$ cat config.mk
export PLATFORM = sky130hd
export DESIGN_NAME = signed_int_to_decimal_ascii_unit
export DESIGN_NICKNAME = d
export VERILOG_FILES = /design/src/sv/sia_pkg.sv /design/src/sv/signed_int_to_decimal_ascii_unit.sv /design/src/sv/sia_ctrl.sv /design/src/sv/sia_datapath.sv
export SDC_FILE = /design/constraint.sdc
export NUM_CORES = 1
export LEC_CHECK = 0
export BUFFER_PORTS_ARGS = -buffer_cell sky130_fd_sc_hd__buf_4
export CORE_UTILIZATION = 40
export DETAILED_ROUTE_END_ITERATION = 16
export GPL_TIMING_DRIVEN = 0
export HOLD_SLACK_MARGIN = 0.08
export PLACE_DENSITY_LB_ADDON = 0.2
export SYNTH_ARGS = -nofsm -noshare
export SYNTH_HDL_FRONTEND = slang
export SYNTH_SLANG_ARGS = --single-unit
$ cat constraint.sdc
create_clock -name clk -period 9.1 [get_ports clk]
set_input_delay 2.275 -clock clk [delete_from_list [all_inputs] [get_ports clk]]
set_output_delay 2.275 -clock clk [all_outputs]
set_load 0.01 [all_outputs]
$ cat src/sv/sia_pkg.sv
package sia_pkg;

    localparam int          MAX_DIGITS  = 10;
    localparam int          CNT_W       = $clog2(MAX_DIGITS + 1);
    localparam int          IDX_W       = $clog2(MAX_DIGITS);
    // floor(x * RECIP >> RECIP_SHIFT) == x / 10 for every 32-bit unsigned x
    localparam logic [31:0] RECIP       = 32'hCCCC_CCCD;
    localparam int          RECIP_SHIFT = 35;
    localparam logic [7:0]  ASCII_ZERO  = 8'h30;
    localparam logic [7:0]  ASCII_MINUS = 8'h2D;

    typedef struct packed {
        logic load;
        logic mul;
        logic div;
        logic emit_sign;
        logic emit_digit;
    } cmd_t;

    typedef struct packed {
        logic neg;
        logic q_zero;
        logic last;
    } status_t;

endpackage

$ cat src/sv/signed_int_to_decimal_ascii_unit.sv
// Converts one signed 32-bit word to its decimal ASCII text, most significant
// character first, with a leading '-' for negative values and no leading zeros.
// A word is taken when start is high and busy is low. Each character appears on
// character/last_char for exactly one cycle with strobe high; last_char marks the
// final one. The receiver cannot stall, so characters leave at one per cycle.
// Digits are found by a reciprocal multiply by 1/10, a multiply step then a
// remainder-and-store step per digit, then emitted, and the last character is
// on the outputs in the first cycle with busy low.
module signed_int_to_decimal_ascii_unit (
    input  logic               clk,
    input  logic               rst_n,
    input  logic               start,
    output logic               busy,
    input  logic signed [31:0] value,
    output logic [7:0]         character,
    output logic               last_char,
    output logic               strobe
);
    import sia_pkg::*;

    cmd_t    cmd;
    status_t status;

    sia_ctrl u_ctrl (
        .clk    (clk),
        .rst_n  (rst_n),
        .start  (start),
        .busy   (busy),
        .cmd    (cmd),
        .status (status)
    );

    sia_datapath u_datapath (
        .clk       (clk),
        .rst_n     (rst_n),
        .value     (value),
        .cmd       (cmd),
        .status    (status),
        .character (character),
        .last_char (last_char),
        .strobe    (strobe)
    );

endmodule

$ cat src/sv/sia_ctrl.sv
module sia_ctrl (
    input  logic             clk,
    input  logic             rst_n,
    input  logic             start,
    output logic             busy,
    output sia_pkg::cmd_t    cmd,
    input  sia_pkg::status_t status
);
    import sia_pkg::*;

    typedef enum logic [4:0] {
        S_IDLE = 5'b00001,
        S_MUL  = 5'b00010,
        S_DIV  = 5'b00100,
        S_SIGN = 5'b01000,
        S_EMIT = 5'b10000
    } state_t;

    state_t state_reg, state_next;

    always_ff @(posedge clk or negedge rst_n)
    begin
        if (!rst_n)
        begin
            state_reg <= S_IDLE;
        end
        else
        begin
            state_reg <= state_next;
        end
    end

    always_comb
    begin
        state_next = state_reg;
        cmd        = '0;
        case (state_reg)
            S_IDLE:
            begin
                if (start)
                begin
                    cmd.load   = 1'b1;
                    state_next = S_MUL;
                end
            end
            S_MUL:
            begin
                cmd.mul    = 1'b1;
                state_next = S_DIV;
            end
            S_DIV:
            begin
                cmd.div = 1'b1;
                if (status.q_zero)
                begin
                    state_next = status.neg ? S_SIGN : S_EMIT;
                end
                else
                begin
                    state_next = S_MUL;
                end
            end
            S_SIGN:
            begin
                cmd.emit_sign = 1'b1;
                state_next    = S_EMIT;
            end
            S_EMIT:
            begin
                cmd.emit_digit = 1'b1;
                if (status.last)
                begin
                    state_next = S_IDLE;
                end
            end
            default:
            begin
                state_next = S_IDLE;
            end
        endcase
    end

    assign busy = (state_reg != S_IDLE);

endmodule

$ cat src/sv/sia_datapath.sv
module sia_datapath (
    input  logic              clk,
    input  logic              rst_n,
    input  logic signed [31:0] value,
    input  sia_pkg::cmd_t     cmd,
    output sia_pkg::status_t  status,
    output logic [7:0]        character,
    output logic              last_char,
    output logic              strobe
);
    import sia_pkg::*;

    logic              neg_reg;
    logic [31:0]       mag_reg, mag_next;
    logic [63:0]       prod_reg;
    logic [CNT_W-1:0]  ndig_reg;
    logic [3:0]        digits_reg [MAX_DIGITS];
    logic [7:0]        character_reg;
    logic              last_char_reg;
    logic              strobe_reg;

    logic [31:0]       quot;
    logic [31:0]       quot_x10;
    logic [31:0]       rem_full;
    logic [IDX_W-1:0]  rd_idx;
    logic [CNT_W-1:0]  rd_cnt;

    assign quot     = 32'(prod_reg >> RECIP_SHIFT);
    assign quot_x10 = {quot[28:0], 3'b000} + {quot[30:0], 1'b0};
    assign rem_full = mag_reg - quot_x10;
    assign rd_cnt   = ndig_reg - CNT_W'(1);
    assign rd_idx   = rd_cnt[IDX_W-1:0];

    // two's complement negate; 0x80000000 maps to itself, which is the right magnitude
    assign mag_next = value[31] ? (32'd0 - 32'(value)) : 32'(value);

    always_ff @(posedge clk or negedge rst_n)
    begin
        if (!rst_n)
        begin
            ndig_reg   <= '0;
            strobe_reg <= 1'b0;
        end
        else
        begin
            strobe_reg <= cmd.emit_sign | cmd.emit_digit;
            if (cmd.load)
            begin
                ndig_reg <= '0;
            end
            else if (cmd.div)
            begin
                ndig_reg <= ndig_reg + CNT_W'(1);
            end
            else if (cmd.emit_digit)
            begin
                ndig_reg <= rd_cnt;
            end
        end
    end

    always_ff @(posedge clk)
    begin
        if (cmd.load)
        begin
            neg_reg <= value[31];
            mag_reg <= mag_next;
        end
        else if (cmd.div)
        begin
            mag_reg <= quot;
        end
        if (cmd.mul)
        begin
            prod_reg <= mag_reg * RECIP;
        end
        // digit k of the number goes to slot k, least significant at slot 0
        if (cmd.div)
        begin
            digits_reg[ndig_reg[IDX_W-1:0]] <= rem_full[3:0];
        end
        if (cmd.emit_sign)
        begin
            character_reg <= ASCII_MINUS;
            last_char_reg <= 1'b0;
        end
        else if (cmd.emit_digit)
        begin
            character_reg <= ASCII_ZERO + {4'd0, digits_reg[rd_idx]};
            last_char_reg <= (ndig_reg == CNT_W'(1));
        end
    end

    assign status.neg    = neg_reg;
    assign status.q_zero = (quot == 32'd0);
    assign status.last   = (ndig_reg == CNT_W'(1));

    assign character = character_reg;
    assign last_char = last_char_reg;
    assign strobe    = strobe_reg;

    a_char_range: assert property (@(posedge clk) disable iff (!rst_n)
        strobe |-> (character == ASCII_MINUS) ||
                   ((character >= ASCII_ZERO) && (character <= ASCII_ZERO + 8'd9)))
        else $error("bad character on output");

    a_sign_not_last: assert property (@(posedge clk) disable iff (!rst_n)
        (strobe && character == ASCII_MINUS) |-> !last_char)
        else $error("minus sign marked last");

    a_ndig_bound: assert property (@(posedge clk) disable iff (!rst_n)
        ndig_reg <= CNT_W'(MAX_DIGITS))
        else $error("digit count overflow");

    a_emit_has_digit: assert property (@(posedge clk) disable iff (!rst_n)
        cmd.emit_digit |-> (ndig_reg != '0))
        else $error("digit emitted with empty digit store");

    a_sign_then_digit: assert property (@(posedge clk) disable iff (!rst_n)
        cmd.emit_sign |=> cmd.emit_digit)
        else $error("minus sign not followed by a digit");

endmodule
### Word-level counts from Yosys, hierarchy flattened

Memory sizes are Yosys's and may differ from the RTL's.
Index checks and enable logic that the tools add are counted.

* order comparisons: 0
* reduce and logical (&&, ||, !) cells: 4
* muxes and demuxes: 19
* shifts and indexed selects: 0
* bitwise gates (word level): 1
* div/mod/pow operators: 0
* equality and inequality tests: 9
* add/subtract/negate cells: 6
* $mul: 1

Operators by type and width (number)
* $mux 32: 3
* $mul 32x32->64 const B: 1
* $logic_not 32->1: 1
* $sub 1x32->32 const A: 1
* $pmux 5 s5: 1
* $mux 5: 4
* $mux 4: 3
* $mux 1: 8
* $add 6x4->7 const A: 1
* $eq 5x1->1 const B: 1
* $eq 5x2->1 const B: 1
* $eq 5x3->1 const B: 1
* $eq 5x4->1 const B: 1
* $eq 5x5->1 const B: 1
* $ne 5x1->1 const B: 1
* $add 4x1->4 const B: 1
* $add 4x4->4: 1
* $eq 4x1->1 const B: 1
* $ne 2x2->1 const B: 2
* $sub 4x1->4 const B: 1
* $sub 4x4->4: 1
* $reduce_bool 3->1: 1
* $reduce_and 2->1: 1
* $reduce_bool 2->1: 1
* $or 1x1->1: 1

* flip-flop bits (word level): 116
* logic and storage cells: 49
* output and inout port bits: 11
* memory bits (writable): 40
* memories kept: 1
* ROM bits: 0
* bits in latches: 0
* bits of input ports: 35

Memories
* u_datapath.digits_reg: depth 10, width 4, read ports 1, clocked after memory_dff 0, write ports 1, line sia_datapath.sv:17 `logic [3:0] digits_reg [MAX_DIGITS];`

### Logic depth before layout (Yosys ltp)

Gate-level depths: netlist (run 1).

* depth after elaboration: 5
* depth in mapped cells: 25
* gate-level depth less buffers: 24

### Cells and area by module

From an unflattened synthesis (run 1), not the netlist that was laid out.

* cell total of the unflattened synthesis: 2108
* area, all modules: 22291.4 µm²

By module, submodules not included
* sia_datapath: area an instance 21998.6 µm², instances 1, cells an instance 2077
* sia_ctrl: area an instance 292.8 µm², instances 1, cells an instance 31

### Worst setup path before layout (run 1)

OpenSTA, ideal clock, no wires.

* kind: reg2reg
* start point: register u_datapath.mag_reg[11]
* end point: register u_datapath.prod_reg[61] (data pin)
* cell stages (with the launch flop): 24
* clock period less this slack: 7.044 ns
* slack: 2.056 ns
* arrival: 6.788 ns
* path through: edfxtp_1 ha_1 clkbuf_1 xor2_1 ha_1 a21o_1 fa_1 inv_1 fa_1 inv_1 fa_1 fa_1 fa_1 fa_1 ha_1 nand4_1 nor4_1 o2111ai_1 a31oi_2 o31ai_2 a2111oi_4 a2111oi_1 or3_1 and3_1

* word-level cells in the longest chain between the ends: 1

Ends and longest elaborated chain
* start, declared: line sia_datapath.sv:14 `logic [31:0] mag_reg, mag_next;`
* start signal, assigned: line sia_datapath.sv:67 `mag_reg <= mag_next;`
* start signal, assigned: line sia_datapath.sv:71 `mag_reg <= quot;`
* $mul 32x32->64: line sia_datapath.sv:75 `prod_reg <= mag_reg * RECIP;`
* end signal, assigned: line sia_datapath.sv:75
* end, declared: line sia_datapath.sv:15 `logic [63:0] prod_reg;`

No other way between the ends.
A chain may end at the register's enable or synchronous reset.

### Final worst setup path (run 1)

* start point: register u_datapath.mag_reg[3]
* end point: register u_datapath.prod_reg[61] (data pin)

The elaborated chain is that of the path after synthesis.

==> impl_metrics.tcl, run 1 <==
set metrics [dict create \
    crit_path_end_kind "flip-flop" \
    htree_levels 4 \
    yosys.cell_types.count 71 \
    vias 14570 \
    yosys_warnings 0 \
    hold_ws_ns 0.4690 \
    cp_cell_sequence "ha_1 > xor2_1 > xor2_1 > fa_1 > fa_1 > fa_1 > fa_1 > fa_1 > inv_1 > fa_1 > inv_1 > ha_1 > nand4_1 > nor3_2 > o2111ai_1 > a31oi_2 > o31ai_2 > a2111oi_4 > a2111oi_1 > or3_1 > and3_1" \
    report.final.slew_viol_count 0 \
    ant_nets 0 \
    grt_max_degree 33 \
    cts_tree "yes" \
    core_area_sq_um 54130 \
    worst-path-max-fanout 8 \
    slew_headroom 0.3976 \
    postSynthCellCount 2099 \
    async_flop_share 0.08475 \
    syn_avg_cell_area_sq_um 10.49 \
    synth_edf_count 102 \
    rsz0062_at_grt "false" \
    crit_path_start_kind "flip-flop" \
    arrival_ns 8.93 \
    setup-violations-final 0 \
    layout-drive-gt1-share 0.05009 \
    yosys-top-cells-area "fa_1 (35%), ha_1 (20%), edfxtp_1 (14%)" \
    clkTransAtPathRegs_ns 0.06 \
    synth_top_area_share 0.3519 \
    n_fill_cell 5239 \
    wirelength_mm 60.59 \
    synth_area_leader_cell "fa_1" \
    grt_use_total 0.2296 \
    antenna_found_initial 0 \
    port_buffers 42 \
    largest_reg_flops 40 \
    finalHoldViolations 0 \
    overflow 0 \
    drtIter0Drc 822 \
    criticalPathCategory "flip-flop to flip-flop" \
    cts-resized-gates 0 \
    critical_path_required_ns 9.28 \
    ys_ff_latch 118 \
    crit_top_cell "fa_1" \
    syn_to_final_growth_pct 8.241 \
    cpMaxStageDelayCell "xor2_1" \
    drc_errors 0 \
    dieArea_sq_um 55980 \
    rows 85 \
    wl_per_cell_um 21.10 \
    clock_latency_ns 0.43 \
    finClkSkew_ns 0.009831 \
    vias_per_cell 5.074 \
    place_ws_ns 0.06466 \
    max_stage_delay_ns 0.68 \
    cp_top_family "adder cells" \
    holdCritPathClass "flip-flop to flip-flop" \
    setup_tns_ns 0 \
    fin_crit_ns 8.757 \
    initial_utilization 0.4067 \
    clock_sink_count 118 \
    setup_ws_ns 0.3430 \
    syn_area_sq_um 22010 \
    fmax_mhz 114.2 \
    crit_buf_inv 2 \
    diodes 0 \
    die_w_um 236.6 \
    dr.pass1.iters 6 \
    ys_seq_area_frac 0.1560 \
    post-route-period-util 0.9623 \
    cts_buffers 17 \
    ctsHoldBuffers 0 \
    dpl.hpwl_mm 53.95 \
    grt_pass1_vias 16250 \
    cts_max_path_buffers 2 \
    final_util 0.4402 \
    pin_count 46 \
    final_net_count 2942 \
    root_buffer "clkbuf_16" \
    synth_ff_type "edfxtp_1" \
    status "finished clean" \
    place_congestion 0.9667 \
    post-cts-setup-buffer-count 0 \
    maxCapViolations 0 \
    grt_pass1_wl_mm 95.70 \
    fp.dieH_um 236.6 \
    tightestPinTransition_ns 0.8941 \
]
==> cell type report <==
| class | instances | area [sq um] | area share |
|---|---|---|---|
| clock buffers | 17 | 425.4 | 0.01785 |
| plain buffers | 29 | 120.1 | 0.005041 |
| flip-flops and latches | 118 | 3435 | 0.1441 |
| clock inverters | 15 | 153.9 | 0.006458 |
| multi-input cells | 1389 | 16370 | 0.6869 |
| inverters | 564 | 2117 | 0.08884 |
| repair buffers | 44 | 337.8 | 0.01418 |
| well taps | 696 | 870.8 | 0.03655 |
==> synthesized netlist by cell type (all sizes together), types with 13 or more instances <==
| cell type | count |
|---|---|
| nor2 | 45 |
| a21o | 27 |
| a21oi | 72 |
| ha | 357 |
| nand3 | 13 |
| xnor2 | 41 |
| nor2b | 13 |
| nand2 | 97 |
| xor2 | 70 |
| o21ai | 78 |
| inv | 564 |
| fa | 387 |
| and2 | 15 |
| nor4 | 13 |
| edfxtp | 102 |
| clkbuf | 25 |
| nand4 | 15 |
==> path summary, 6_finish.rpt <==
path,end,cells past startpoint,slack (ns),startpoint
hold / removal,u_ctrl.state_reg[4],1,0.47,u_datapath.neg_reg
setup reg to reg,u_datapath.prod_reg[61],21,0.34,u_datapath.mag_reg[3]
max in group asynchronous,u_ctrl.state_reg[0],1,7.21,rst_n
hold reg to reg,u_ctrl.state_reg[4],1,0.47,u_datapath.neg_reg
setup / recovery,u_datapath.prod_reg[61],21,0.34,u_datapath.mag_reg[3]
min in group asynchronous,u_datapath.strobe,1,1.67,rst_n
==> stage by stage <==
step,cell area (sq um),std cells
3_3_place_gp,23200,2838
3_5_place_dp,23240,2840
2_1_floorplan,22020,2100
6_report,23830,2872
5_1_grt,23830,2872
4_1_cts,23820,2872
==> layer usage <==
layer / global-route usage / vias up / wire, um
met5: 0 / - / 0
met4: 0.06021 / 0 / 1628
met3: 0.02413 / 77 / 2063
met2: 0.3915 / 258 / 29350
met1: 0.3111 / 7427 / 27550
li1: - / 6810 / -
==> layout by cell type, fill, tap and decap left out, types with 13 or more instances in the layout <==
master and instances:
xor2_1 70, edfxtp_1 102, clkbuf_1 25, nor2_1 45, nand3_1 13, inv_1 564
nand4_1 15, nor2b_1 13, a21o_1 27, and2_1 15, clkbuf_16 17, fa_1 387
o21ai_0 75, nand2_1 96, ha_1 357, xnor2_1 41, buf_4 45, a21oi_1 71
==> cell families (layout without fill, tap and decap cells) <==
family | after synthesis | after routing | synth area share
flops | 118 | 118 | 0.1560
fa+ha+maj | 744 | 744 | 0.5548
compound gates | 245 | 245 | 0.06968
simple gates | 272 | 272 | 0.06240
other cells | 2 | 3 | 0.0003411
xor+xnor | 111 | 111 | 0.04416
buf+inv | 593 | 669 | 0.1016
mux | 14 | 14 | 0.01097
Power of run 1 is not shown: default switching activity piles up to over one toggle a cycle in this logic, so the estimate is an artifact.
==> inputs of run 2 (changes only) <==
--- a/config.mk
+++ b/config.mk
@@ -8,7 +8,7 @@
 export BUFFER_PORTS_ARGS = -buffer_cell sky130_fd_sc_hd__buf_4
 export CORE_UTILIZATION = 40
 export DETAILED_ROUTE_END_ITERATION = 16
-export GPL_TIMING_DRIVEN = 0
+export GPL_TIMING_DRIVEN = 1
 export HOLD_SLACK_MARGIN = 0.08
 export PLACE_DENSITY_LB_ADDON = 0.2
 export SYNTH_ARGS = -nofsm -noshare
==> run 2 against run 1 <==
  * Flip-flop and latch count unchanged
  * Global-route usage increased by 1.6 points
  * Critical path depth increased by 3
  * Highest routed layer unchanged
  * Utilization decreased by 0.15 points
  * Cell count decreased by 0.73%
  * Non-clock buffer count decreased by 21
  * Hold slack got worse by 0.019 ns
  * Sequential share of layout area increased by 0.051 points
  * Fmax increased by 2.1%
  * Count of clock-buffer cells in the layout unchanged
  * Worst setup slack improved by 0.18 ns
  * Die area unchanged
==> impl_metrics.tcl, run 2 (same netlist as run 1, synthesis figures left out) <==
set metrics [dict create \
    final_common_cell "inv_1" \
    grt_max_degree 66 \
    cts_tree "yes" \
    root_buffer "clkbuf_16" \
    n_fill_cell 5182 \
    overflow 0 \
    grt_pass1_wl_mm 100.0 \
    crit_path_end_kind "flip-flop" \
    grt_use_total 0.2453 \
    ant_nets 0 \
    rsz0062_at_grt "false" \
    status "finished clean" \
    drc_errors 0 \
    fin_crit_ns 8.577 \
    pin_count 46 \
    report.final.slew_viol_count 0 \
    finClkSkew_ns 0.01113 \
    ctsHoldBuffers 0 \
    dpl-instance-area_sq_um 23170 \
    diodes 0 \
    dpl.hpwl_mm 57.71 \
    vias_per_cell 5.142 \
    layout-drive-gt1-share 0.05244 \
    finalHoldViolations 0 \
    finish.instance_area_sq_um 23750 \
    fp.dieH_um 236.6 \
    die_w_um 236.6 \
    initial_utilization 0.4067 \
    clock_latency_ns 0.45 \
    wl_per_cell_um 22.76 \
    cts_max_path_buffers 2 \
    arrival_ns 8.77 \
    holdCritPathClass "flip-flop to flip-flop" \
    place_congestion 0.9722 \
    place_inst 2819 \
    cts_buffers 17 \
    post-route-period-util 0.9425 \
    criticalPathCategory "flip-flop to flip-flop" \
    rows 85 \
    tightestPinTransition_ns 0.9804 \
    setup-violations-final 0 \
    worst-path-max-fanout 5 \
    wirelength_mm 64.89 \
    dr.pass1.iters 5 \
    fmax_mhz 116.6 \
    drtIter0Drc 766 \
    core_area_sq_um 54130 \
    clock_sink_count 118 \
    final_cell_count_no_fill 2851 \
    clkTransAtPathRegs_ns 0.06 \
    largest_reg_flops 40 \
    slew_headroom 0.3395 \
    dieArea_sq_um 55980 \
    vias 14660 \
    crit_path_start_kind "flip-flop" \
    antenna_found_initial 0 \
    grt_pass1_vias 16430 \
    critical_path_required_ns 9.30 \
    maxCapViolations 0 \
    syn_to_final_growth_pct 7.860 \
    final_util 0.4386 \
    place_ws_ns 0.3103 \
    htree_levels 4 \
    final_net_count 2921 \
    setup_ws_ns 0.5230 \
    final_cell_mix "inv_1 (564), fa_1 (387), ha_1 (357)" \
    port_buffers 42 \
]
[run 2: cell count changes in the layout (fill, tap and decap cells not counted), sizes merged]
cell      before  now
clkbuf        42   17
inv          566  574
clkinv         8    3
buf           48   52
bufinv         2    0
clkinvlp       3    2
[run 2: final timing paths]
kind	to	slack [ns]	depth (start not counted)	startpoint
worst max register to register	u_datapath.prod_reg[61]	0.52	24	u_datapath.mag_reg[18]
worst min register to register	u_ctrl.state_reg[4]	0.45	1	u_datapath.neg_reg
worst max-delay path	u_datapath.prod_reg[61]	0.52	24	u_datapath.mag_reg[18]
worst min-delay path	u_ctrl.state_reg[4]	0.45	1	u_datapath.neg_reg
max in group asynchronous	u_ctrl.state_reg[0]	7.22	1	rst_n
min in group asynchronous	u_datapath.strobe	1.65	1	rst_n
[run 2: layout make-up]
cell class                      count  area, sq um  share of cell area
Sequential cell                   118         3435              0.1446
Timing Repair Buffer               52        387.9             0.01633
Tap cell                          696        870.8             0.03667
Inverter                          564         2117             0.08916
Clock inverter                     15        148.9            0.006270
Clock buffer                       17        425.4             0.01792
Multi-Input combinational cell   1389        16360              0.6890
[run 2: critical path, cell delays in order, from the launching register on]
cell	delay [ns]
edfxtp_1	0.55
ha_1	0.62
inv_1	0.15
fa_1	0.50
inv_1	0.08
fa_1	0.55
inv_1	0.07
fa_1	0.50
inv_1	0.07
fa_1	0.56
fa_1	0.43
fa_1	0.49
inv_1	0.05
fa_1	0.47
inv_1	0.04
ha_1	0.35
nand4_1	0.17
nor3_2	0.48
o21ai_0	0.18
a21oi_1	0.50
o31ai_2	0.25
a2111oi_4	0.46
a2111oi_1	0.20
or3_1	0.39
and3_1	0.18
[run 2: metal layers]
metal	up-vias	global-route usage	wire, um
li1	6770	-	-
met2	326	0.4076	30900
met5	-	0	0
met1	7467	0.3165	28300
met3	96	0.04034	2697
met4	0	0.1043	2999
[run 2: through the flow]
step	hold WS (ns)	TNS [ns]
2_1_floorplan	0.4275	0
3_3_place_gp	0.4409	-0.5111
3_5_place_dp	0.4408	0
4_1_cts	0.4490	0
5_1_grt	0.4731	0
6_report	0.4504	0
[run 2: timing repair]
item / CTS / global route
setup endpoints to repair: 0 / 3
setup buffers: 0 / 0
resized for setup: 0 / 1
Power of run 2 is left out for the same reason.
